<file path="src/hdl/wvd_pkg.sv">
// Shared types, constants and the CORDIC arctangent table for the wind vector block.
`timescale 1ns / 1ps

package wvd_pkg;

    localparam int CORDIC_STAGES_DEF = 16;
    localparam int DELAY_BITS_DEF    = 12;

    localparam int FIELD_W   = 13;   // raw delay field, two's complement
    localparam int SCALE_W   = 24;   // speed scale register
    localparam int ANGLE_W   = 12;
    localparam int SPEED_W   = 16;
    localparam int FRAC_W    = 16;   // fraction bits of x, y and z
    localparam int ZW        = 28;   // signed angle accumulator
    localparam int AW        = 28;   // unsigned full-circle angle
    localparam int INV_W     = 30;
    localparam int TABLE_LEN = 24;

    // 1/K in Q30
    localparam logic [INV_W-1:0] INV_GAIN = 30'd652032874;

    // angles in tenths of a degree, Q16
    localparam logic [AW-1:0] QUARTER_Q16 = 28'd58982400;
    localparam logic [AW-1:0] HALF_Q16    = 28'd117964800;
    localparam logic [AW-1:0] FULL_Q16    = 28'd235929600;

    localparam logic [ANGLE_W:0] FULL_TENTHS = 13'd3600;

    // speed in Q32 below this is under 0.1 m/s
    localparam logic [31:0] CALM_LIMIT = 32'd429496730;

    localparam logic [SPEED_W-1:0] SPEED_MAX = 16'hFFFF;

    typedef struct packed {
        logic x_neg;
        logic y_neg;
    } t_quad;

    // atan(2^-i) in tenths of a degree, Q16, rounded to nearest
    function automatic logic signed [ZW-1:0] atan_q16(input int unsigned idx);
        logic signed [ZW-1:0] v;
        case (idx)
            0:  v = 28'sd29491200;
            1:  v = 28'sd17409672;
            2:  v = 28'sd9198793;
            3:  v = 28'sd4669451;
            4:  v = 28'sd2343786;
            5:  v = 28'sd1173036;
            6:  v = 28'sd586661;
            7:  v = 28'sd293348;
            8:  v = 28'sd146676;
            9:  v = 28'sd73339;
            10: v = 28'sd36669;
            11: v = 28'sd18335;
            12: v = 28'sd9167;
            13: v = 28'sd4584;
            14: v = 28'sd2292;
            15: v = 28'sd1146;
            16: v = 28'sd573;
            17: v = 28'sd286;
            18: v = 28'sd143;
            19: v = 28'sd72;
            20: v = 28'sd36;
            21: v = 28'sd18;
            22: v = 28'sd9;
            23: v = 28'sd4;
            default: v = '0;
        endcase
        return v;
    endfunction

endpackage

</file>
<file path="src/hdl/wvd_front.sv">
// Front end: takes delay sets, drops unmeasured ones, forms axis magnitudes and quadrant.
`timescale 1ns / 1ps

module wvd_front #(
    parameter int DELAY_BITS = wvd_pkg::DELAY_BITS_DEF
) (
    input  logic                        i_clk,
    input  logic                        i_rst_n,
    input  logic                        i_take,
    input  logic [wvd_pkg::FIELD_W-1:0] i_delay_ab,
    input  logic [wvd_pkg::FIELD_W-1:0] i_delay_ba,
    input  logic [wvd_pkg::FIELD_W-1:0] i_delay_cd,
    input  logic [wvd_pkg::FIELD_W-1:0] i_delay_dc,
    input  logic                        i_queue_full,
    output logic                        o_busy,
    output logic                        o_push,
    output logic [DELAY_BITS-1:0]       o_x_mag,
    output logic [DELAY_BITS-1:0]       o_y_mag,
    output wvd_pkg::t_quad              o_quad
);

    localparam int FW = wvd_pkg::FIELD_W;

    logic [FW-1:0]         w_raw [4];
    logic [DELAY_BITS-1:0] w_sat [4];
    logic [3:0]            w_neg;

    logic signed [DELAY_BITS:0] w_dx, w_dy;

    logic                  r_valid;
    logic [DELAY_BITS-1:0] r_x_mag, r_y_mag;
    wvd_pkg::t_quad        r_quad;

    assign w_raw[0] = i_delay_ab;
    assign w_raw[1] = i_delay_ba;
    assign w_raw[2] = i_delay_cd;
    assign w_raw[3] = i_delay_dc;

    // sign check and clip of each delay to the configured range
    for (genvar g = 0; g < 4; g++) begin : g_delay
        assign w_neg[g] = w_raw[g][FW-1];
        if (DELAY_BITS >= FW - 1) begin : g_wide
            assign w_sat[g] = DELAY_BITS'(w_raw[g][FW-2:0]);
        end else begin : g_clip
            assign w_sat[g] = (|w_raw[g][FW-2:DELAY_BITS]) ? '1
                                                          : w_raw[g][DELAY_BITS-1:0];
        end
    end

    assign w_dx = $signed({1'b0, w_sat[0]}) - $signed({1'b0, w_sat[1]});
    assign w_dy = $signed({1'b0, w_sat[3]}) - $signed({1'b0, w_sat[2]});

    always_ff @(posedge i_clk) begin
        if (!i_rst_n) begin
            r_valid <= 1'b0;
        end else if (i_take) begin
            r_valid <= ~|w_neg;
        end else if (!i_queue_full) begin
            r_valid <= 1'b0;
        end
        if (i_take) begin
            r_quad.x_neg <= w_dx[DELAY_BITS];
            r_quad.y_neg <= w_dy[DELAY_BITS];
            r_x_mag <= w_dx[DELAY_BITS] ? DELAY_BITS'(-w_dx) : w_dx[DELAY_BITS-1:0];
            r_y_mag <= w_dy[DELAY_BITS] ? DELAY_BITS'(-w_dy) : w_dy[DELAY_BITS-1:0];
        end
    end

    assign o_busy  = r_valid & i_queue_full;
    assign o_push  = r_valid & ~i_queue_full;
    assign o_x_mag = r_x_mag;
    assign o_y_mag = r_y_mag;
    assign o_quad  = r_quad;

endmodule

</file>
<file path="config.mk">
export PLATFORM = sky130hd
export DESIGN_NAME = wvd_front
export DESIGN_NICKNAME = d
export VERILOG_FILES = /design/src/hdl/wvd_pkg.sv /design/src/hdl/wvd_front.sv
export SDC_FILE = /design/constraint.sdc
export NUM_CORES = 1
export LEC_CHECK = 0
export ABC_AREA = 1
export BUFFER_PORTS_ARGS = -buffer_cell sky130_fd_sc_hd__buf_4
export CAP_MARGIN = 25
export CORE_MARGIN = 5
export CORE_UTILIZATION = 57
export DETAILED_ROUTE_END_ITERATION = 7
export PLACE_DENSITY = 0.87
export SLEW_MARGIN = 20
export SYNTH_ARGS = -nofsm -noshare
export SYNTH_HDL_FRONTEND = slang
export SYNTH_SLANG_ARGS = --single-unit
</file>
<file path="constraint.sdc">
create_clock -name i_clk -period 4.9 [get_ports i_clk]
set_clock_uncertainty 0.15 [all_clocks]
set_input_delay 0.245 -clock i_clk [delete_from_list [all_inputs] [get_ports i_clk]]
set_output_delay 0.245 -clock i_clk [all_outputs]
set_load 0.05 [all_outputs]
</file>
==> key figures <==
Synthesis
  • Mean Syn Cell Area: 6.506 um^2
  • Yosys Warn Count: 0
  • Sequential area share after synthesis: 27.60%
  • Most used DFF post-synth: edfxtp_1
  • Syn Nets: 530
  • Asr flop ratio synth: 0%
  • Flops & latches, synth: 27
  • Number of flops mapped to enable cells by yosys: 26
  • Synth Cell Area: 2902 um^2
  • Post-Synthesis Cells: 446
  • Yosys cell types: 24

STA
  • Least-Margin Pin Slew: 0.3258 ns
  • RSZ-0062 raised after global routing: no
  • Final setup fails: 0
  • Max Transition Viols Final: 0
  • Tcrit/Tclk final: 46.91%
  • Final setup TNS: 0 ns
  • Fmax: 435.0 MHz
  • Tmin final: 2.299 ns
  • Slew headroom: 78.05%
  • Final Hold Fails: 0

CTS
  • Buffer count from post-CTS setup fixing: 0
  • H-tree depth: 1
  • Clock buffer depth: 2
  • CTS tree: yes
  • Hold Buf Count CTS: 0
  • Post-CTS Resized: 0
  • Number of buffers created by CTS: 3
  • Worst-Skew Late Latency: 0.27 ns
  • Root buffer cell: clkbuf_8
  • CTS Sinks: 27
  • Clock-pin transition on the worst setup and hold timing paths: 0.09 ns

GRT
  • Initial antenna violation count: 0
  • Global-route wire length before repair: 10430 um
  • Met1 usage: 25.81%
  • Gr ovfl total: 0
  • GRT met3 Usage: 1.774%
  • Largest net degree at the start of global routing: 29
  • GR Util All Layers: 19.44%
  • GR Util met2: 33.55%
  • Grt peak-use layer: met2
  • Vias in the first global route: 2563

Cells and area
  • Final nets: 616
  • Layout cell share with drive strength beyond 1: 20.53%
  • Post-Layout Cell Count: 601
  • Util after Layout: 72.58%
  • P&R area growth vs syn: 25.31%
  • Fill cells: 451
  • Most frequent cells in the layout: nand2_1 (150), inv_1 (94), buf_4 (83)
  • N_diodes: 0
  • Most common cell after layout, fill and taps aside: nand2_1
  • Final Cell Area: 3636 um^2

Floorplan
  • Die area: 6617 um^2
  • IO Pins: 84
  • Die width: 81.35 um
  • Row count: 26
  • Chip height: 81.35 um
  • Starting Density: 57.92%
  • Total core area: 5010 um^2

Critical path
  • Crit-path slowest cell: fa_1
  • Critical Path AT: 2.18 ns
  • Worst reg2reg path depth: 4
  • Crit start category: primary input
  • Crit-path most repeated cell: nand2_1
  • Delay of the slowest critical-path stage: 0.41 ns
  • Cell Chain, Critical Path: buf_4 -> inv_1 -> ha_1 -> fa_1 -> inv_1 -> nand3_1 -> nand3_1 -> nand2_1 -> nand2_1 -> inv_1 -> nor2_1 -> nand4_1 -> nand2_2 -> nand2_1 -> nand2_1 -> nand2_1
  • Start point of the critical path: i_delay_ab[0]
  • Setup Crit Path Kind: in -> reg
  • Worst setup path endpoint: o_x_mag[10]
  • R2R setup slack: 4.03 ns
  • CP Capture Type: flop
  • CP required: 4.78 ns
  • Reg2reg start: r_valid
  • Max FO, Critical Path: 3
  • FF-to-FF End: r_valid

Run status
  • Outcome: complete, no violations

Placed design
  • Post-placement cell area: 3590 um^2
  • Count of port buffers added during placement: 83
  • DP Wirelength: 5397 um
  • Inst Count DP: 597
  • GP Congestion: 0.8887

Power and ir drop
  • Peak supply drop: 200.6 uV
  • Leak: 2.110 nW
  • Pwr dens: 274.3 nW/um^2

Drt
  • DR iter-0 viols: 135
  • Drt total wl: 6215 um
  • DRC viols: 0
  • Vias per cell: 4.835
  • Routed len/inst: 10.34 um
  • First-pass DRT Iterations: 4
  • Antenna Nets Post-Route: 0
  • Vias: 2906

Flow run
  • MaxCap Viol Count: 0

Hold path
  • Type of the tightest min-delay check: in -> reg
[kinds of logic after synthesis]
logic type                 Yosys count  share of synthesized area (%)
AOI/OAI and AO/OA                   23                          4.355
xor gates and xnor gates            16                          4.830
adders and majority gates           28                          12.59
buffers and inverters              100                          13.45
DFF                                 27                          27.60
and+or+nand+nor                    252                          37.17
[synthesized netlist by cell type, types with 6 or more instances]
cell type / n / share of area (%)
xnor2_1: 6 / 1.8
nand4_1: 9 / 1.9
xor2_1: 10 / 3.0
nand2_2: 11 / 2.4
ha_1: 26 / 11
a21oi_1: 15 / 2.6
nor2_1: 32 / 4.1
nand3_1: 39 / 6.7
inv_1: 94 / 12
nand2_1: 150 / 19
edfxtp_1: 26 / 27
[sequential cells by signal, summed over array words and instances (netlist names)]
register / count
r_valid: 1
o_x_mag: 12
o_quad: 2
o_y_mag: 12
[worst min path at each step]
| stage | from | end | cells after the start |
|---|---|---|---|
| 6_report | i_rst_n | r_valid | 3 |
| 5_1_grt | i_delay_ba[12] | r_valid | 3 |
| 4_1_cts | i_rst_n | r_valid | 3 |
| 3_5_place_dp | i_rst_n | r_valid | 3 |
| 3_3_place_gp | i_rst_n | r_valid | 3 |
| 2_1_floorplan | i_take | r_valid | 1 |
[stage by stage]
step / worst slack, ns / hold slack, ns / total power [mW]
after detailed placement: 2.367 / 0.3620 / 0.8830
after global routing: 2.393 / 0.09589 / 1.070
after CTS: 2.629 / 0.06962 / 1.002
after floorplan: 2.720 / 0.1885 / 0.7314
after global placement: 2.488 / 0.3588 / 0.8678
final: 2.601 / 0.07065 / 0.9975
[per-layer routing]
layer,wire length (um),up-vias
met5,0,-
met4,52,0
met3,505,4
met2,2790,108
met1,2867,1239
li1,-,1555
[report_power, final]
part	switching, mW	internal (mW)	total, mW
Sequential	0.0103	0.312	0.322
Combinational	0.368	0.188	0.556
Clock	0.0628	0.0569	0.120
Total	0.441	0.557	0.998
[critical path: cells and delay by family]
kind / cells / cell delay (ns)
buffers and inverters: 4 / 0.29
adders and majority gates: 2 / 0.62
and+or+nand+nor: 10 / 1.03
[layout make-up]
| cell class | instances | area (um^2) | area share [%] |
|---|---|---|---|
| multi-input cells | 319 | 1710 | 47.04 |
| clock buffers | 3 | 41.29 | 1.136 |
| clock inverters | 1 | 5.005 | 0.1376 |
| inverters | 98 | 367.9 | 10.12 |
| well taps | 70 | 87.58 | 2.409 |
| repair buffers | 83 | 623.1 | 17.14 |
| flip-flops and latches | 27 | 800.8 | 22.02 |
Power figures use the tool's default switching activity.
