<file path="config.mk">
export PLATFORM = sky130hd
export DESIGN_NAME = wvd_cordic
export DESIGN_NICKNAME = d
export VERILOG_FILES = /design/src/hdl/wvd_pkg.sv /design/src/hdl/wvd_cordic.sv
export SDC_FILE = /design/constraint.sdc
export NUM_CORES = 2
export LEC_CHECK = 0
export ABC_CLOCK_PERIOD_IN_PS = 5770
export BUFFER_PORTS_ARGS = -buffer_cell sky130_fd_sc_hd__buf_2
export CAP_MARGIN = 20
export CELL_PAD_IN_SITES_DETAIL_PLACEMENT = 1
export CELL_PAD_IN_SITES_GLOBAL_PLACEMENT = 2
export CORE_ASPECT_RATIO = 1.5
export CORE_MARGIN = 2
export CORE_UTILIZATION = 41
export CTS_CLUSTER_DIAMETER = 100
export CTS_CLUSTER_SIZE = 40
export DETAILED_ROUTE_END_ITERATION = 7
export HOLD_SLACK_MARGIN = 0.06
export PLACE_DENSITY_LB_ADDON = 0.1
export SYNTH_ARGS = -nofsm -noshare
export SYNTH_HDL_FRONTEND = slang
export SYNTH_SLANG_ARGS = --single-unit
</file>
<file path="constraint.sdc">
create_clock -name i_clk -period 5.77 [get_ports i_clk]
set_clock_uncertainty 0.15 [all_clocks]
set_input_delay 0.577 -clock i_clk [delete_from_list [all_inputs] [get_ports i_clk]]
set_output_delay 0.577 -clock i_clk [all_outputs]
set_load 0.01 [all_outputs]
</file>
<file path="src/hdl/wvd_pkg.sv">
// Shared types, constants and the CORDIC arctangent table for the wind vector block.
`timescale 1ns / 1ps

package wvd_pkg;

    localparam int CORDIC_STAGES_DEF = 16;
    localparam int DELAY_BITS_DEF    = 12;

    localparam int FIELD_W   = 13;   // raw delay field, two's complement
    localparam int SCALE_W   = 24;   // speed scale register
    localparam int ANGLE_W   = 12;
    localparam int SPEED_W   = 16;
    localparam int FRAC_W    = 16;   // fraction bits of x, y and z
    localparam int ZW        = 28;   // signed angle accumulator
    localparam int AW        = 28;   // unsigned full-circle angle
    localparam int INV_W     = 30;
    localparam int TABLE_LEN = 24;

    // 1/K in Q30
    localparam logic [INV_W-1:0] INV_GAIN = 30'd652032874;

    // angles in tenths of a degree, Q16
    localparam logic [AW-1:0] QUARTER_Q16 = 28'd58982400;
    localparam logic [AW-1:0] HALF_Q16    = 28'd117964800;
    localparam logic [AW-1:0] FULL_Q16    = 28'd235929600;

    localparam logic [ANGLE_W:0] FULL_TENTHS = 13'd3600;

    // speed in Q32 below this is under 0.1 m/s
    localparam logic [31:0] CALM_LIMIT = 32'd429496730;

    localparam logic [SPEED_W-1:0] SPEED_MAX = 16'hFFFF;

    typedef struct packed {
        logic x_neg;
        logic y_neg;
    } t_quad;

    // atan(2^-i) in tenths of a degree, Q16, rounded to nearest
    function automatic logic signed [ZW-1:0] atan_q16(input int unsigned idx);
        logic signed [ZW-1:0] v;
        case (idx)
            0:  v = 28'sd29491200;
            1:  v = 28'sd17409672;
            2:  v = 28'sd9198793;
            3:  v = 28'sd4669451;
            4:  v = 28'sd2343786;
            5:  v = 28'sd1173036;
            6:  v = 28'sd586661;
            7:  v = 28'sd293348;
            8:  v = 28'sd146676;
            9:  v = 28'sd73339;
            10: v = 28'sd36669;
            11: v = 28'sd18335;
            12: v = 28'sd9167;
            13: v = 28'sd4584;
            14: v = 28'sd2292;
            15: v = 28'sd1146;
            16: v = 28'sd573;
            17: v = 28'sd286;
            18: v = 28'sd143;
            19: v = 28'sd72;
            20: v = 28'sd36;
            21: v = 28'sd18;
            22: v = 28'sd9;
            23: v = 28'sd4;
            default: v = '0;
        endcase
        return v;
    endfunction

endpackage

</file>
<file path="src/hdl/wvd_cordic.sv">
// Pipelined vectoring CORDIC, one iteration per stage, first quadrant.
`timescale 1ns / 1ps

module wvd_cordic #(
    parameter int CORDIC_STAGES = wvd_pkg::CORDIC_STAGES_DEF,
    parameter int DELAY_BITS    = wvd_pkg::DELAY_BITS_DEF,
    parameter int CW            = DELAY_BITS + 19
) (
    input  logic                            i_clk,
    input  logic                            i_rst_n,
    input  logic                            i_valid,
    input  logic [DELAY_BITS-1:0]           i_x_mag,
    input  logic [DELAY_BITS-1:0]           i_y_mag,
    input  wvd_pkg::t_quad                  i_quad,
    output logic                            o_valid,
    output logic signed [CW-1:0]            o_x,
    output logic signed [wvd_pkg::ZW-1:0]   o_z,
    output wvd_pkg::t_quad                  o_quad
);

    localparam int ZW  = wvd_pkg::ZW;
    localparam int PAD = CW - DELAY_BITS - wvd_pkg::FRAC_W;

    logic                 r_valid [CORDIC_STAGES];
    logic signed [CW-1:0] r_x     [CORDIC_STAGES];
    logic signed [CW-1:0] r_y     [CORDIC_STAGES];
    logic signed [ZW-1:0] r_z     [CORDIC_STAGES];
    wvd_pkg::t_quad       r_quad  [CORDIC_STAGES];

    for (genvar k = 0; k < CORDIC_STAGES; k++) begin : g_stage
        logic                 w_v;
        logic signed [CW-1:0] w_x, w_y, w_xs, w_ys, n_x, n_y;
        logic signed [ZW-1:0] w_z, n_z;
        wvd_pkg::t_quad       w_q;

        if (k == 0) begin : g_first
            assign w_v = i_valid;
            assign w_x = $signed({{PAD{1'b0}}, i_x_mag, {wvd_pkg::FRAC_W{1'b0}}});
            assign w_y = $signed({{PAD{1'b0}}, i_y_mag, {wvd_pkg::FRAC_W{1'b0}}});
            assign w_z = '0;
            assign w_q = i_quad;
        end else begin : g_next
            assign w_v = r_valid[k-1];
            assign w_x = r_x[k-1];
            assign w_y = r_y[k-1];
            assign w_z = r_z[k-1];
            assign w_q = r_quad[k-1];
        end

        // floor shifts of the signed values
        assign w_xs = w_x >>> k;
        assign w_ys = w_y >>> k;

        always_comb begin
            if (!w_y[CW-1]) begin
                n_x = w_x + w_ys;
                n_y = w_y - w_xs;
                n_z = w_z + wvd_pkg::atan_q16(k);
            end else begin
                n_x = w_x - w_ys;
                n_y = w_y + w_xs;
                n_z = w_z - wvd_pkg::atan_q16(k);
            end
        end

        always_ff @(posedge i_clk) begin
            if (!i_rst_n) begin
                r_valid[k] <= 1'b0;
            end else begin
                r_valid[k] <= w_v;
            end
            r_x[k]    <= n_x;
            r_y[k]    <= n_y;
            r_z[k]    <= n_z;
            r_quad[k] <= w_q;
        end
    end

    assign o_valid = r_valid[CORDIC_STAGES-1];
    assign o_x     = r_x[CORDIC_STAGES-1];
    assign o_z     = r_z[CORDIC_STAGES-1];
    assign o_quad  = r_quad[CORDIC_STAGES-1];

endmodule

</file>
==> metrics.md <==
| Metric | Value |
|---|---|
| Critical Path Max Stage Delay | 0.77 ns |
| H-Tree Depth | 2 |
| Total vias in the final route | 74700 |
| Critical path class | flip-flop to flip-flop |
| Worst-Margin Slew | 1.11 ns |
| Worst flop-to-flop path startpoint | r_x[1][110]$_DFF_P_ |
| Slowest cell on crit path | nor4b_1 |
| CP arrival | 5.57 ns |
| Share of cells above drive strength 1 | 3.46% |
| Max_cap viols | 0 |
| Post-synthesis area per instance | 8.48 sq um |
| Post-Route WL | 279000 microns |
| CTS tree | built |
| RSZ-0062 raised after global routing | no |
| IO Port Bufs | 89 |
| Worst Hold Class | input pin to flip-flop |
| Worst hold stages | 3 |
| R2R cell count | 15 |
| Initial antenna violation count | 7 |
| WP buf/inv | 0 |
| Routed Antenna Nets | 0 |
| Cts bufs inserted | 46 |
| DRT Pass-1 Iters | 8 |
| Hold Path Origin | i_y_mag[10] |
| CP Capture Type | flip-flop |
| Dpl ws | 0.790 ns |
| Outcome | finished, violations left |
| Routability congestion estimate | 0.918 |
| Largest net degree at the start of global routing | 44 |
| Most used cell, CP | nor3_1 |
| Die ar. | 0.221 sq mm |
| Standard-cell rows | 209 |
| Final setup TNS | 0 ns |
| Area grow syn2layout | 6.57% |
| Global route overflow | 0 |
| Worst slew margin | 25.9% |
| Post-Syn Area | 0.0891 sq mm |
| Fillers | 25800 |
| Most frequent cell after synthesis | dfxtp_1 |
| Post-Synthesis Cells | 10500 |
| Number of library cell types mapped by synthesis | 96 |
| Util after Layout | 43.9% |
| WL/cell | 20.7 microns |
| Failing checks | design-rule violations |
| Post-DP HPWL | 236000 microns |
| Most used DFF post-synth | dfxtp_1 |
| Post-synth top area cell | dfxtp_1 |
| Clock transition at path regs | 0.14 ns |
| Die Y | 575 microns |
| Worst reg2reg endpoint | r_y[1][152]$_DFF_P_ |
| Number of global-route vias before repair | 79300 |
| WP data required | 6.25 ns |
| Final Max Tran Viols | 0 |
| Synth top area cells | dfxtp_1, ha_1, xnor2_1 |
| Nets | 11900 |
| Fmax achieved | 196 MHz |
| DRT iter0 DRCs | 2433 |
| Deepest clock path buffer count | 3 |
| Delay-heaviest family, CP | simple AND/OR/NAND/NOR gates |
| Cells along the critical path | nor3_1, nand2_1, nor4b_1, nor2_1, xnor2_1, ha_1, o21a_1, o211ai_1, nor3_1, a211oi_1, nor4_1, or3_1, nor2b_1, o31a_1, a2111oi_0 |
| Synth cell count leaders | dfxtp_1, ha_1, a21oi_1 |
| Post-CTS Setup Repair Bufs | 0 |
| Ys async rst share | 0% |
| IO Pins | 91 |
| Die Wd | 385 microns |
| Sequential element share of the synthesized area | 27.8% |
| Post-DR vias/cell | 5.54 |
| Setup ws final | 0.680 ns |
| Fin crit share | 88.2% |
| # DRC | 12 |
| Starting Density | 41.2% |
| First-pass GRT wire length | 438000 microns |
| Warnings from Yosys | 0 |
| Synth top area share | 27.8% |
| Root Buffer Master | clkbuf_16 |
| Fin crit period | 5.09 ns |
| Final hold violations | 0 |
| Worst Path Max Fanout | 5 |
| Hold endpoint | r_x[0][26]$_DFF_P_ |
| TritonCTS Sinks | 1239 |
| Core area | 0.216 sq mm |
| Startpoint Class | flip-flop |
| Later-pin clock latency in the skew report | 0.77 ns |
| Reg2Reg Setup Slack | 0.68 ns |
| Syn_nets | 11800 |
| Finish-stage setup viols | 0 |
| Total track usage | 24.8% |
| Flops & latches, synth | 1239 |
| Post-synth EDFFs | 0 |
[worst register-to-register path, stage by stage (launching register included)]
cell       delay, ns
dfxtp_1         0.38
nor3_1          0.37
nand2_1         0.16
nor4b_1         0.77
nor2_1          0.12
xnor2_1         0.17
ha_1            0.36
o21a_1          0.14
o211ai_1        0.21
nor3_1          0.09
a211oi_1        0.54
nor4_1          0.17
or3_1           0.39
nor2b_1         0.14
o31a_1          0.31
a2111oi_0       0.49
[cells in the final DEF (no fill, tap or decap), drive strengths merged, types with 156 or more instances in the layout]
cell type / n
dfxtp: 1239
ha: 1208
a21oi: 1041
nor2: 1007
xnor2: 947
nand2: 548
o21ai: 537
xor2: 527
inv: 510
a21o: 433
nor3: 290
nor2b: 194
nand2b: 166
o21a: 165
nand3: 163
buf: 156
[layer usage]
metal / routed length [microns] / vias to the layer above / share of wire, % / global-route usage (%)
li1: - / 37400 / - / -
met1: 110000 / 36100 / 39 / 26.2
met2: 146000 / 753 / 52 / 47.2
met3: 3990 / 486 / 1.4 / 1.57
met4: 19500 / 2 / 7.0 / 15.2
met5: 13 / - / 0.0047 / 0
[area by class of cell]
cell class                      instances  area (sq um)  area share [%]
Antenna cell                           10          25.0          0.0264
Clock buffer                           52          1260            1.32
Clock inverter                         32           459           0.484
Inverter                              490          1840            1.94
Multi-Input combinational cell       8630         61800            65.2
Sequential cell                      1239         24800            26.1
Tap cell                             2848          3560            3.75
Timing Repair Buffer                  170          1110            1.17
[flip-flops by register name, indices dropped and copies added (netlist names)]
signal   count
r_z        377
r_y        381
r_x        433
r_quad      32
r_valid     16
[how the worst max path moves through the flow]
stage               slack [ns]             endpoint           startpoint  depth (start not counted)
floorplan                 1.30   r_y[1][92]$_DFF_P_   r_y[1][61]$_DFF_P_                         17
global placement          0.84   r_y[1][30]$_DFF_P_  r_x[0][237]$_DFF_P_                         14
detailed placement        0.79   r_y[1][30]$_DFF_P_  r_x[0][225]$_DFF_P_                         15
CTS                       0.74   r_y[1][30]$_DFF_P_  r_x[0][225]$_DFF_P_                         15
global route              0.21  r_y[0][154]$_DFF_P_  r_x[0][103]$_DFF_P_                         18
finish                    0.68  r_y[1][152]$_DFF_P_  r_x[1][110]$_DFF_P_                         15
[stage by stage]
step                std cells  hold slack [ns]  area (sq um)
finish                  13500            0.137         94900
global route            13500            0.119         94900
CTS                     13500           0.0637         94900
detailed placement      13400            0.163         93000
global placement        13400            0.160         93000
floorplan               10500            0.160         89100
[cells by family after synthesis]
logic type	share of synthesized area, %
AND/OR/NAND/NOR	15.9
AO/OA/AOI/OAI	20.6
XOR/XNOR	14.5
adder cells (fa/ha/maj)	17.8
flip-flops	27.8
buffers and inverters	2.71
multiplexers	0.597
other	0.00421
[what timing repair did]
| item | in CTS | in global routing |
|---|---|---|
| resized for setup | 0 | 0 |
| endpoints found under the hold margin | 27 | 0 |
| hold buffers | 13 | 0 |
| setup endpoints to repair | 0 | 0 |
Power is not shown: default switching activity piles up to over one toggle a cycle in this logic, so the estimate is an artifact.
