File: src/hdl/wvd_queue.sv
// Two-entry item queue between the front end and the CORDIC back end.
`timescale 1ns / 1ps

module wvd_queue #(
    parameter int W = 8
) (
    input  logic         i_clk,
    input  logic         i_rst_n,
    input  logic         i_push,
    input  logic [W-1:0] i_data,
    input  logic         i_pop,
    output logic         o_full,
    output logic         o_valid,
    output logic [W-1:0] o_data
);

    logic [W-1:0] r_mem [2];
    logic         r_wr_ptr, r_rd_ptr;
    logic [1:0]   r_count;
    logic         w_pop;

    assign w_pop = i_pop & (r_count != 2'd0);

    always_ff @(posedge i_clk) begin
        if (!i_rst_n) begin
            r_wr_ptr <= 1'b0;
            r_rd_ptr <= 1'b0;
            r_count  <= 2'd0;
        end else begin
            if (i_push) begin
                r_wr_ptr <= ~r_wr_ptr;
            end
            if (w_pop) begin
                r_rd_ptr <= ~r_rd_ptr;
            end
            r_count <= r_count + 2'(i_push) - 2'(w_pop);
        end
        if (i_push) begin
            r_mem[r_wr_ptr] <= i_data;
        end
    end

    assign o_full  = (r_count == 2'd2);
    assign o_valid = (r_count != 2'd0);
    assign o_data  = r_mem[r_rd_ptr];

endmodule

File: config.mk
export PLATFORM = sky130hd
export DESIGN_NAME = wvd_queue
export DESIGN_NICKNAME = d
export VERILOG_FILES = /design/src/hdl/wvd_queue.sv
export SDC_FILE = /design/constraint.sdc
export NUM_CORES = 1
export LEC_CHECK = 0
export ABC_AREA = 1
export BUFFER_PORTS_ARGS = -buffer_cell sky130_fd_sc_hd__buf_4
export CORE_ASPECT_RATIO = 0.9
export CORE_MARGIN = 2
export CORE_UTILIZATION = 50
export CTS_CLUSTER_SIZE = 28
export DETAILED_ROUTE_END_ITERATION = 7
export PLACE_DENSITY_LB_ADDON = 0.12
export SLEW_MARGIN = 20
export SYNTH_ARGS = -nofsm -noshare
export SYNTH_HDL_FRONTEND = slang
export SYNTH_SLANG_ARGS = --single-unit
export TNS_END_PERCENT = 1
File: constraint.sdc
create_clock -name i_clk -period 3 [get_ports i_clk]
set_input_delay 0.6 -clock i_clk [delete_from_list [all_inputs] [get_ports i_clk]]
set_output_delay 0.6 -clock i_clk [all_outputs]
set_load 0.02 [all_outputs]
==> impl_metrics.ini, run 1 <==
[synth]
netlist_top_cells_area = edfxtp_1, mux2_4, dfxtp_1, nor2_1, inv_1
ys_types = 11
synth_most_common_cell = edfxtp_1
synth_edf_count = 16
netlist_area_um2 = 852
synthCells = 61
ys_async_sr_fraction = 0
yosysWarnings = 0
syn_nets = 75
ys_seq_elements = 21
syn-mean-instance-area_um2 = 14.0
synth-seq-area-share = 0.681
synthFlopType = edfxtp_1
synthTopCellsByCount = edfxtp_1, nor2_1, inv_1, mux2_4, nand2_1
synth_top_cell_area_share = 0.564
yosysTopAreaCell = edfxtp_1

[clock_network]
hold_buffers = 0
clk_pin_slew_worst_paths_ns = 0.10
cts_resized = 0
tritoncts.num_buffers = 3
postCtsSetupBuffers = 0
ctsHtreeMaxLevel = 1
ctsRootBufferMaster = clkbuf_4
cts_tree = built
clock_path_buffers = 2
clk_latency_ns = 0.29
clock-sinks = 21

[power]
total_leakage_power_nw = 0.470
vdd_ir_drop_max_uv = 457
pwr_density_cell_nw_per_um2 = 728
p_total_uw = 768

[worst_setup_path]
worstPathRequired_ns = 2.40
critPathArrivalTime_ns = 1.45
r2r-end = r_count[1]
r2r-start = r_count[0]
reg2regPathDepth = 9
crit_fanout = 8
cp-start-kind = flip-flop
reg2reg_slack_ns = 1.62
critical_path_class = flip-flop to primary output
end_kind = primary output

[timing]
post-route-period-util = 0.683
slew-limit-headroom = 0.555
drv_slew = 0
finalSetupTns_ns = 0
fin_skew_ns = 0.00379
hold_viol = 0
worstMarginPinSlew_ns = 0.665
rsz0062_at_grt = no
fmax_mhz = 488
setup_violations = 0
holdWs_ns = 0.483
fin_crit_ns = 2.05

[die]
fp.dieW_um = 47.5
start_util = 0.523
io_pins = 22
fp-row-count = 14
die_y_um = 43.2
core-area_um2 = 1630
die_area_um2 = 2050

[layout]
layout-drive-gt1-share = 0.388
instances_no_fill = 109
area_growth_pct = 23.8
finalNetCount = 100
final_util = 0.647
diodes = 0

[global_route]
grt_pass1_wl_um = 2000
grt_usage = 0.141
antenna_found_initial = 0
grt_max_degree = 12
gr-total-overflow = 0
grt_pass1_vias = 509

[routing]
first_pass_iters = 3
drt.antenna.violating_nets = 0
wl_per_cell_um = 10.8
drt-initial-drc-count = 8
via_per_inst = 4.61
drt-total-wl_um = 1180
vias = 503
drc = 0

[placement]
dp_hpwl_um = 892
gp_congestion = 0.765
place_inst = 105
port_buffers = 21

[hold_path]
hold_class = input pin to flip-flop
min_from = i_data[3]
hold_path_depth = 1
holdPathEnd = r_mem[1][3]

[job]
maxCapViolations = 0

[outcome]
status = finished clean
==> registers in the layout, summed over array words and instances (netlist names), named ones only <==
name	flops
r_mem	16
r_count	2
r_rd_ptr	1
r_wr_ptr	1
==> worst max-delay path, stage by stage (launching register included) <==
cell,delay [ns]
dfxtp_1,0.65
mux2_4,0.35
buf_4,0.16
==> logic make-up (layout without fill, tap and decap cells) <==
group                      after synthesis  after routing  share of synthesized area
and+or+nand+nor                         20             20                     0.0940
DFF                                     21             21                      0.681
muxes                                    8              8                      0.141
buffers and inverters                    9             33                     0.0485
AOI/OAI and AO/OA                        1              1                    0.00587
adders and majority gates                2              2                     0.0294
==> report_power, final <==
part / switching (mW) / internal, mW
clock: 0.0751 / 0.0517
sequential: 0.0317 / 0.348
combinational: 0.131 / 0.130
==> metal layers <==
metal	vias to the layer above	track usage	wire [um]
li1	253	-	-
met1	239	0.168	482
met2	11	0.238	648
met3	0	0.0383	51
met4	0	0.0500	0
met5	-	0	0
==> layout make-up <==
type,instances,area [um2]
Clock buffer,4,26.3
Timing Repair Buffer,21,158
Tap cell,24,30.0
Fill cell,126,574
Sequential cell,21,581
Multi-Input combinational cell,31,230
Inverter,8,30.0
==> through the flow <==
| stage | setup slack [ns] | instance area (um2) |
|---|---|---|
| floorplan | 1.48 | 852 |
| global placement | 1.27 | 1030 |
| detailed placement | 1.26 | 1030 |
| CTS | 0.917 | 1050 |
| global route | 0.880 | 1050 |
| finish | 0.952 | 1050 |
==> how the worst max path moves through the flow <==
stage	start	depth (start not counted)	to
after floorplan	i_pop	9	r_count[1]
after global placement	flip-flop	2	o_data[4]
after detailed placement	flip-flop	2	o_data[4]
after CTS	flip-flop	2	o_data[4]
after global routing	flip-flop	2	o_data[4]
final	flip-flop	2	o_data[4]
==> layout by cell type (no fill, tap or decap) <==
| cell type | count |
|---|---|
| mux2_4 | 8 |
| buf_4 | 21 |
| ha_1 | 2 |
| nor2_2 | 1 |
| clkbuf_4 | 3 |
| clkbuf_1 | 1 |
| edfxtp_1 | 16 |
| nand2_1 | 8 |
| a21oi_1 | 1 |
| nor2_1 | 9 |
| nand3_1 | 2 |
| inv_1 | 8 |
| dfxtp_1 | 5 |
(Power assumes the default switching activity.)
==> run 2: changes to the inputs <==
--- a/config.mk
+++ b/config.mk
@@ -5,11 +5,11 @@
 export SDC_FILE = /design/constraint.sdc
 export NUM_CORES = 1
 export LEC_CHECK = 0
-export ABC_AREA = 1
+export ABC_AREA = 0
 export BUFFER_PORTS_ARGS = -buffer_cell sky130_fd_sc_hd__buf_4
 export CORE_ASPECT_RATIO = 0.9
 export CORE_MARGIN = 2
-export CORE_UTILIZATION = 50
+export CORE_UTILIZATION = 49
 export CTS_CLUSTER_SIZE = 28
 export DETAILED_ROUTE_END_ITERATION = 7
 export PLACE_DENSITY_LB_ADDON = 0.12
==> constraint.sdc (replaced) <==
create_clock -name i_clk -period 2.15 [get_ports i_clk]
set_input_delay 0.43 -clock i_clk [delete_from_list [all_inputs] [get_ports i_clk]]
set_output_delay 0.43 -clock i_clk [all_outputs]
set_load 0.02 [all_outputs]
==> impl_metrics.ini, run 2 <==
[outcome]
status = finished clean

[synth]
muxShareOfSynthArea = 0.134
syn_nets = 62
yosys.area_share.adder = 0.0305
synth-seq-area-share = 0.707
synth_top_family_by_area = multiplexers
yosysTopAreaCell = edfxtp_1
synth_top_cell_area_share = 0.585
synthCells = 48
ys_async_sr_fraction = 0
synth_edf_count = 16
ys_seq_elements = 21
ys_types = 15
synthTopCellsByCount = edfxtp_1, mux2_1, dfxtp_1, nor2b_1
netlist_area_um2 = 821
synth-xor-area-share = 0.0274
netlist_top_cells_area = edfxtp_1, dfxtp_1, mux2_1, ha_1, nor2b_1
yosysWarnings = 0
synth_most_common_cell = edfxtp_1
synth_compound_area_frac = 0.0198
synthFlopType = edfxtp_1
syn-mean-instance-area_um2 = 17.1
synth-simple-area-share = 0.0655

[timing]
hold_viol = 0
holdWs_ns = 0.319
post-route-period-util = 0.841
drv_slew = 0
fin_crit_ns = 1.81
finalSetupTns_ns = 0
slew-limit-headroom = 0.750
rsz0062_at_grt = no
setup_violations = 0
fmax_mhz = 553
worstMarginPinSlew_ns = 0.376
fin_skew_ns = 0.00340

[global_route]
grt_usage = 0.128
antenna_found_initial = 0
grt_pass1_vias = 429
grt_max_degree = 12
grt_pass1_wl_um = 1700
gr-total-overflow = 0

[layout]
diodes = 0
final_util = 0.637
reg_top3 = r_mem: 16 flops, r_count: 2 flops
layout-drive-gt1-share = 0.356
regMostFlops = r_mem
layout_commonest_cell = buf_4
final_cell_area_um2 = 1040
area_growth_pct = 26.4
final_cell_mix = buf_4, edfxtp_1, mux2_1
largest_reg_flops = 16
finalNetCount = 88

[placement]
dp_hpwl_um = 827
gp_congestion = 0.637
dpl_cell_area_um2 = 1010
port_buffers = 21

[clock_network]
postCtsSetupBuffers = 0
hold_buffers = 0
clk_pin_slew_worst_paths_ns = 0.10
ctsHtreeMaxLevel = 1
clock_path_buffers = 2
clk_latency_ns = 0.29
cts_tree = built
tritoncts.num_buffers = 3
clock-sinks = 21
cts_resized = 0
ctsRootBufferMaster = clkbuf_4

[power]
vdd_ir_drop_max_uv = 635
p_clk_frac = 0.167
comb_power_share = 0.330
switchingPower_uw = 298
p_int_uw = 751
pwr_density_cell_nw_per_um2 = 1010
swShare = 0.284
pwr-share-seq = 0.503
total_leakage_power_nw = 0.417

[routing]
first_pass_iters = 1
drt-initial-drc-count = 0
wl_per_cell_um = 11.2
drc = 0
drt-total-wl_um = 1090
drt.antenna.violating_nets = 0
vias = 438
via_per_inst = 4.52

[worst_setup_path]
critical_path_class = flip-flop to primary output
path_cells = mux2_1 > buf_4
r2r-end = r_count[1]
critical_path.top_delay_family = flip-flops
reg2regPathDepth = 6
worstPathRequired_ns = 1.72
cpPeakStageDelay_ns = 0.56
end_kind = primary output
path_buf_inv = 1
critPathArrivalTime_ns = 1.38
crit_fanout = 8
r2r-start = r_count[1]
cp_slowest_cell = dfxtp_1
cp-start-kind = flip-flop
reg2reg_slack_ns = 0.75

[die]
die_area_um2 = 2020
start_util = 0.504
fp-row-count = 14
io_pins = 22
fp.dieW_um = 47.1
die_y_um = 42.8
core-area_um2 = 1630

[hold_path]
hold_class = input pin to flip-flop
holdPathEnd = r_mem[0][1]
hold_path_depth = 1
min_from = i_data[1]

[job]
maxCapViolations = 0
==> run 2: cell count changes after synthesis, moves of 2 or more <==
cell,before,now
mux2i_1,0,2
inv_1,8,2
nor2b_1,0,4
mux2_4,8,0
mux2_1,0,8
nand2_1,8,1
nand3_1,2,0
nor2_1,9,0
and2_1,0,2
==> run 2: logic make-up (layout without fill, tap and decap cells) <==
kind of cell | count (synthesis) | after routing
buffers and inverters | 3 | 28
DFF | 21 | 21
xor gates and xnor gates | 1 | 1
muxes | 10 | 10
and+or+nand+nor | 9 | 9
adders and majority gates | 2 | 2
AOI/OAI and AO/OA | 2 | 2
==> run 2: cell type report <==
| type | instances | area, um2 |
|---|---|---|
| repair buffers | 22 | 165 |
| well taps | 24 | 30.0 |
| fillers | 136 | 592 |
| inverters | 2 | 7.51 |
| flip-flops and latches | 21 | 581 |
| clock buffers | 4 | 26.3 |
| multi-input cells | 24 | 228 |
==> run 2: per-layer routing <==
layer / vias up / GRT usage / share of wire
met2: 9 / 0.227 / 0.57
li1: 223 / - / -
met3: 0 / 0.0383 / 0.037
met1: 206 / 0.126 / 0.39
met4: 0 / 0.0667 / 0
met5: - / 0 / 0
==> run 2: per-stage QoR <==
| stage | instances | worst slack, ns | power (mW) |
|---|---|---|---|
| floorplan | 48 | 0.798 | 0.764 |
| global route | 97 | 0.251 | 1.11 |
| detailed placement | 93 | 0.639 | 0.888 |
| CTS | 97 | 0.301 | 1.06 |
| global placement | 93 | 0.643 | 0.882 |
| finish | 97 | 0.341 | 1.05 |
==> run 2: power by group through the flow <==
stage	registers, mW	clock network [mW]	logic, mW
final	0.527	0.175	0.346
after global routing	0.536	0.197	0.374
after CTS	0.528	0.184	0.352
after detailed placement	0.538	0	0.351
after global placement	0.533	0	0.349
after floorplan	0.513	0	0.251
==> run 2: worst max path at each step <==
stage               from         end  cells past startpoint
6_report       flip-flop   o_data[6]                      2
3_3_place_gp       i_pop  r_count[1]                      7
4_1_cts        flip-flop   o_data[3]                      2
5_1_grt        flip-flop   o_data[6]                      2
2_1_floorplan      i_pop  r_count[0]                      5
3_5_place_dp   flip-flop   o_data[3]                      2
