### src/hdl/wvd_pkg.sv
// Shared types, constants and the CORDIC arctangent table for the wind vector block.
`timescale 1ns / 1ps

package wvd_pkg;

    localparam int CORDIC_STAGES_DEF = 16;
    localparam int DELAY_BITS_DEF    = 12;

    localparam int FIELD_W   = 13;   // raw delay field, two's complement
    localparam int SCALE_W   = 24;   // speed scale register
    localparam int ANGLE_W   = 12;
    localparam int SPEED_W   = 16;
    localparam int FRAC_W    = 16;   // fraction bits of x, y and z
    localparam int ZW        = 28;   // signed angle accumulator
    localparam int AW        = 28;   // unsigned full-circle angle
    localparam int INV_W     = 30;
    localparam int TABLE_LEN = 24;

    // 1/K in Q30
    localparam logic [INV_W-1:0] INV_GAIN = 30'd652032874;

    // angles in tenths of a degree, Q16
    localparam logic [AW-1:0] QUARTER_Q16 = 28'd58982400;
    localparam logic [AW-1:0] HALF_Q16    = 28'd117964800;
    localparam logic [AW-1:0] FULL_Q16    = 28'd235929600;

    localparam logic [ANGLE_W:0] FULL_TENTHS = 13'd3600;

    // speed in Q32 below this is under 0.1 m/s
    localparam logic [31:0] CALM_LIMIT = 32'd429496730;

    localparam logic [SPEED_W-1:0] SPEED_MAX = 16'hFFFF;

    typedef struct packed {
        logic x_neg;
        logic y_neg;
    } t_quad;

    // atan(2^-i) in tenths of a degree, Q16, rounded to nearest
    function automatic logic signed [ZW-1:0] atan_q16(input int unsigned idx);
        logic signed [ZW-1:0] v;
        case (idx)
            0:  v = 28'sd29491200;
            1:  v = 28'sd17409672;
            2:  v = 28'sd9198793;
            3:  v = 28'sd4669451;
            4:  v = 28'sd2343786;
            5:  v = 28'sd1173036;
            6:  v = 28'sd586661;
            7:  v = 28'sd293348;
            8:  v = 28'sd146676;
            9:  v = 28'sd73339;
            10: v = 28'sd36669;
            11: v = 28'sd18335;
            12: v = 28'sd9167;
            13: v = 28'sd4584;
            14: v = 28'sd2292;
            15: v = 28'sd1146;
            16: v = 28'sd573;
            17: v = 28'sd286;
            18: v = 28'sd143;
            19: v = 28'sd72;
            20: v = 28'sd36;
            21: v = 28'sd18;
            22: v = 28'sd9;
            23: v = 28'sd4;
            default: v = '0;
        endcase
        return v;
    endfunction

endpackage

### src/hdl/wvd_post.sv
// Back end tail: gain removal, speed scaling and rounding, angle quadrant mapping.
`timescale 1ns / 1ps

module wvd_post #(
    parameter int CW = wvd_pkg::DELAY_BITS_DEF + 19
) (
    input  logic                            i_clk,
    input  logic                            i_rst_n,
    input  logic                            i_valid,
    input  logic signed [CW-1:0]            i_x,
    input  logic signed [wvd_pkg::ZW-1:0]   i_z,
    input  wvd_pkg::t_quad                  i_quad,
    input  logic [wvd_pkg::SCALE_W-1:0]     i_scale,
    output logic                            o_valid,
    output logic [wvd_pkg::ANGLE_W-1:0]     o_angle,
    output logic [wvd_pkg::SPEED_W-1:0]     o_speed,
    output logic                            o_calm
);

    localparam int ZW  = wvd_pkg::ZW;
    localparam int AW  = wvd_pkg::AW;
    localparam int AGW = wvd_pkg::ANGLE_W;
    localparam int SPW = wvd_pkg::SPEED_W;
    localparam int MW  = CW - 1;                    // magnitude, and unsigned x
    localparam int PW  = MW + wvd_pkg::INV_W;       // x * 1/K
    localparam int SW  = MW + wvd_pkg::SCALE_W;     // speed, Q32 m/s
    localparam int HW  = SW + 7;                    // speed * 100

    localparam logic [PW:0]   MAG_RND = (PW + 1)'(1) << 29;
    localparam logic [AW:0]   ANG_RND = (AW + 1)'(1) << 15;
    localparam logic [HW:0]   HUN_RND = (HW + 1)'(1) << 31;

    // stage 1
    logic                r1_valid;
    logic [PW-1:0]       r1_prod;
    logic [AW-1:0]       r1_ang;
    logic [MW-1:0]       w_x_u;
    logic [AW-1:0]       w_zc, n_ang;
    // stage 2
    logic                r2_valid;
    logic [MW-1:0]       r2_mag;
    logic [AGW-1:0]      r2_tenths;
    logic [PW:0]         w_mag_sum;
    logic [AW:0]         w_ang_sum;
    logic [AGW:0]        w_tenths;
    // stage 3
    logic                r3_valid;
    logic [SW-1:0]       r3_spd;
    logic [AGW-1:0]      r3_tenths;
    // stage 4
    logic                r4_valid;
    logic [HW-1:0]       r4_spd100;
    logic                r4_calm;
    logic [AGW-1:0]      r4_tenths;
    // stage 5
    logic [HW:0]         w_hun_sum;
    logic [SW-25:0]      w_hun;
    logic                r_valid;
    logic [AGW-1:0]      r_angle;
    logic [SPW-1:0]      r_speed;
    logic                r_calm;

    assign w_x_u = i_x[CW-1] ? '0 : i_x[MW-1:0];

    // clamp to the first quadrant, then place in the quadrant of (dx, dy)
    always_comb begin
        if (i_z[ZW-1]) begin
            w_zc = '0;
        end else if (AW'(i_z) > wvd_pkg::QUARTER_Q16) begin
            w_zc = wvd_pkg::QUARTER_Q16;
        end else begin
            w_zc = AW'(i_z);
        end
        case ({i_quad.x_neg, i_quad.y_neg})
            2'b00:   n_ang = w_zc;
            2'b10:   n_ang = wvd_pkg::HALF_Q16 - w_zc;
            2'b11:   n_ang = wvd_pkg::HALF_Q16 + w_zc;
            2'b01:   n_ang = wvd_pkg::FULL_Q16 - w_zc;
            default: n_ang = w_zc;
        endcase
    end

    assign w_mag_sum = {1'b0, r1_prod} + MAG_RND;
    assign w_ang_sum = {1'b0, r1_ang} + ANG_RND;
    assign w_tenths  = w_ang_sum[AW:16];

    assign w_hun_sum = {1'b0, r4_spd100} + HUN_RND;
    assign w_hun     = w_hun_sum[HW:32];

    always_ff @(posedge i_clk) begin
        if (!i_rst_n) begin
            r1_valid <= 1'b0;
            r2_valid <= 1'b0;
            r3_valid <= 1'b0;
            r4_valid <= 1'b0;
            r_valid  <= 1'b0;
        end else begin
            r1_valid <= i_valid;
            r2_valid <= r1_valid;
            r3_valid <= r2_valid;
            r4_valid <= r3_valid;
            r_valid  <= r4_valid;
        end

        r1_prod   <= PW'(w_x_u * wvd_pkg::INV_GAIN);
        r1_ang    <= n_ang;

        r2_mag    <= w_mag_sum[30 +: MW];
        r2_tenths <= (w_tenths >= wvd_pkg::FULL_TENTHS) ? '0 : w_tenths[AGW-1:0];

        r3_spd    <= SW'(r2_mag * i_scale);
        r3_tenths <= r2_tenths;

        r4_spd100 <= ({r3_spd, 6'b0} + {1'b0, r3_spd, 5'b0}) + {4'b0, r3_spd, 2'b0};
        r4_calm   <= r3_spd < SW'(wvd_pkg::CALM_LIMIT);
        r4_tenths <= r3_tenths;

        r_speed   <= (|w_hun[SW-25:SPW]) ? wvd_pkg::SPEED_MAX : w_hun[SPW-1:0];
        r_calm    <= r4_calm;
        r_angle   <= r4_calm ? '0 : r4_tenths;
    end

    assign o_valid = r_valid;
    assign o_angle = r_angle;
    assign o_speed = r_speed;
    assign o_calm  = r_calm;

endmodule

### config.mk
export PLATFORM = sky130hd
export DESIGN_NAME = wvd_post
export DESIGN_NICKNAME = d
export VERILOG_FILES = /design/src/hdl/wvd_pkg.sv /design/src/hdl/wvd_post.sv
export SDC_FILE = /design/constraint.sdc
export NUM_CORES = 2
export LEC_CHECK = 0
export ABC_AREA = 0
export ABC_CLOCK_PERIOD_IN_PS = 23100
export BUFFER_PORTS_ARGS = -buffer_cell sky130_fd_sc_hd__buf_2
export CORE_UTILIZATION = 60
export CTS_CLUSTER_DIAMETER = 40
export DETAILED_ROUTE_END_ITERATION = 10
export GPL_ROUTABILITY_DRIVEN = 0
export HOLD_SLACK_MARGIN = 0.02
export MAX_ROUTING_LAYER = met4
export PLACE_DENSITY = 0.75
export SLEW_MARGIN = 25
export SYNTH_ARGS = -nofsm -noshare
export SYNTH_HDL_FRONTEND = slang
export SYNTH_SLANG_ARGS = --single-unit
### constraint.sdc
create_clock -name i_clk -period 23.1 [get_ports i_clk]
set_input_delay 5.775 -clock i_clk [delete_from_list [all_inputs] [get_ports i_clk]]
set_output_delay 5.775 -clock i_clk [all_outputs]
set_load 0.005 [all_outputs]
==> results.sh <==
export IMPL_status="finished, final reports clean"
export IMPL_ant_nets=0
export IMPL_crit_type="input pin to flip-flop"
export IMPL_ys_types=78
export IMPL_synthMuxAreaShare_pct=0.175
export IMPL_cp_end_kind="flip-flop"
export IMPL_synth_common_cells="inv_1 (1,324), fa_1 (1,080), ha_1 (615), nand2_1 (486), and2_1 (377)"
export IMPL_wl_met1_mm=48.5
export IMPL_port_buffers=117
export IMPL_synth_top_area_cell="fa_1"
export IMPL_io_pins=118
export IMPL_synthCells=5363
export IMPL_synth_edff_count=0
export IMPL_worstHoldStart="r3_tenths[5]$_DFF_P_"
export IMPL_num_rows=106
export IMPL_area_growth_pct=5.18
export IMPL_grt_max_degree=48
export IMPL_drc=0
export IMPL_core_um2=83700
export IMPL_hold_end="r4_tenths[5]$_DFF_P_"
export IMPL_finalSetupTns_ns=0
export IMPL_antenna_found_initial=7
export IMPL_grt_use_total_pct=30.6
export IMPL_placed_cells_incl_taps=6471
export IMPL_synth_compound_area_share_pct=6.17
export IMPL_cts_setup_buffers=0
export IMPL_startpoint_type="input pin"
export IMPL_yosysMostFrequentCell="inv_1"
export IMPL_setup_viol=0
export IMPL_cts_root_buf="clkbuf_16"
export IMPL_finalInstanceArea_um2=53400
export IMPL_first_iter_violations=2300
export IMPL_maxUsedRoutingLayer="met4"
export IMPL_nFillCells=6790
export IMPL_synth_top_family_by_area="adder cells"
export IMPL_grt_setup_unrepaired="no"
export IMPL_rr_startpoint="r2_mag[13]$_DFF_P_"
export IMPL_cts_tree="done"
export IMPL_final_setup_skew_ns=0.0223
export IMPL_cp_max_fo=47
export IMPL_dieArea_um2=85800
export IMPL_whs_path_depth=0
export IMPL_rrSetupSlack_ns=15.24
export IMPL_cts_sinks=229
export IMPL_routed_wl_mm=121
export IMPL_stdcell_count=6531
export IMPL_place_area_um2=52300
export IMPL_grt_pass1_vias=39100
export IMPL_syn_area_per_cell_um2=9.47
export IMPL_nets=7153
export IMPL_period_share_pct=60.0
export IMPL_cts_resized=0
export IMPL_die_h_um=293
export IMPL_via_per_inst=5.53
export IMPL_wl_met2_mm=57.5
export IMPL_clk_pin_slew_ns=0.06
export IMPL_rr_worst_depth=24
export IMPL_async_reset_ff_share_pct=0
export IMPL_critPathRequiredTime_ns=23.55
export IMPL_yosysSeqAreaShare_pct=9.03
export IMPL_synth_adder_area_share_pct=57.7
export IMPL_synth_warnings=0
export IMPL_finalHoldViolCount=0
export IMPL_met3_length_mm=9.84
export IMPL_clk_path_buf_depth=3
export IMPL_critPathArrivalTime_ns=14.32
export IMPL_holdWs_ns=0.321
export IMPL_synthFlopType="dfxtp_1"
export IMPL_fmax_ghz=0.0721
export IMPL_r2r_end="r3_spd[50]$_DFF_P_"
export IMPL_die_width_um=293
export IMPL_synthesis_nets=7146
export IMPL_cap_violations=0
export IMPL_ys_ff_latch=229
export IMPL_dp_hpwl_mm=101
export IMPL_cts_made_buffers=31
export IMPL_synthSimpleGateAreaFrac_pct=12.6
export IMPL_yosys_area_share_xor_xnor_pct=3.23
export IMPL_grt_ovfl_total=0
export IMPL_slew_headroom_pct=24.5
export IMPL_clock_latency_ns=0.57
export IMPL_grt_pass1_wl_mm=201
export IMPL_yosys_top_cells_area="fa_1 (43%), ha_1 (15%), inv_1 (9.8%)"
export IMPL_yosysTopAreaCellShare_pct=42.6
export IMPL_h_tree_depth=1
export IMPL_start_util_pct=60.7
export IMPL_hold_path_class="flip-flop to flip-flop"
export IMPL_drv_slew=0
export IMPL_tightestPinTransition_ns=1.13
export IMPL_netlist_area_um2=50800
export IMPL_wl_per_cell_um=18.6
export IMPL_num_vias=36100
export IMPL_first_pass_iters=5
export IMPL_fin_crit_ns=13.86
export IMPL_drive_gt1_share_pct=4.28
export IMPL_cts_hold_buffers=0
final cells by class:
| type | count | area (um2) | area share, % |
|---|---|---|---|
| Multi-Input combinational cell | 3639 | 40600 | 76.0 |
| Timing Repair Buffer | 145 | 796 | 1.49 |
| Sequential cell | 229 | 4590 | 8.60 |
| Antenna cell | 6 | 15.0 | 0.0281 |
| Clock inverter | 18 | 231 | 0.433 |
| Inverter | 1324 | 4970 | 9.31 |
| Clock buffer | 36 | 805 | 1.51 |
| Tap cell | 1134 | 1420 | 2.66 |
stage by stage:
step | setup slack, ns | utilization, %
6_report | 9.24 | 63.8
5_1_grt | 8.87 | 63.8
4_1_cts | 9.40 | 63.8
3_5_place_dp | 8.83 | 62.5
3_3_place_gp | 8.97 | 62.5
2_1_floorplan | 9.96 | -
how the worst max path moves through the flow:
| stage | start | to | slack (ns) | cells past startpoint |
|---|---|---|---|---|
| 2_1_floorplan | i_x[30] | r1_prod[38]$_DFF_P_ | 9.96 | 28 |
| 3_3_place_gp | i_x[30] | r1_prod[58]$_DFF_P_ | 8.97 | 27 |
| 3_5_place_dp | i_x[30] | r1_prod[58]$_DFF_P_ | 8.83 | 27 |
| 4_1_cts | i_x[30] | r1_prod[58]$_DFF_P_ | 9.40 | 27 |
| 5_1_grt | i_x[30] | r1_prod[58]$_DFF_P_ | 8.87 | 27 |
| 6_report | i_x[30] | r1_prod[58]$_DFF_P_ | 9.24 | 27 |
cell families after synthesis:
| family | count (synthesis) |
|---|---|
| XOR/XNOR | 187 |
| buffers and inverters | 1495 |
| AO/OA/AOI/OAI | 471 |
| AND/OR/NAND/NOR | 1278 |
| flip-flops | 229 |
| multiplexers | 8 |
| adder cells (fa/ha/maj) | 1695 |
flip-flops by register name (all words and copies together), names as in the netlist:
signal     cells
r4_spd100     30
r4_tenths     12
r3_tenths     12
o_angle       12
o_calm         1
r4_calm        1
r2_tenths     12
r2_mag        30
r3_valid       1
r1_valid       1
r1_ang        13
r3_spd        54
o_valid        1
r4_valid       1
o_speed       16
r1_prod       31
r2_valid       1
critical path: stages:
cell	delay (ns)
buf_2	0.65
nand2b_1	0.53
inv_1	0.29
ha_1	0.44
fa_1	0.51
inv_1	0.07
fa_1	0.47
fa_1	0.55
inv_1	0.06
fa_1	0.55
fa_1	0.43
fa_1	0.49
inv_1	0.05
fa_1	0.49
inv_1	0.04
ha_1	0.34
and3_1	0.21
nand2_1	0.10
a211oi_1	0.30
or3b_2	0.19
o21ai_1	0.12
o311ai_1	0.51
nand3_1	0.24
o31ai_1	0.53
o21a_1	0.19
nor2_1	0.05
xnor2_1	0.11
cells in the final DEF, fill, tap and decap left out, types with 67 or more instances in the layout:
cell type  instances
nand2_1          486
a21o_1           100
ha_1             615
inv_1           1324
xnor2_1          120
nor2_1           136
fa_1            1080
and2_1           377
buf_2            117
xor2_1            67
a21oi_1          141
dfxtp_1          224
layer usage:
layer	up-vias	GRT usage, %
met1	18100	38.3
li1	16200	-
met2	1477	49.8
met3	324	5.11
met5	-	-
met4	0	12.1
Power is not shown: default switching activity piles up to over one toggle a cycle in this logic, so the estimate is an artifact.
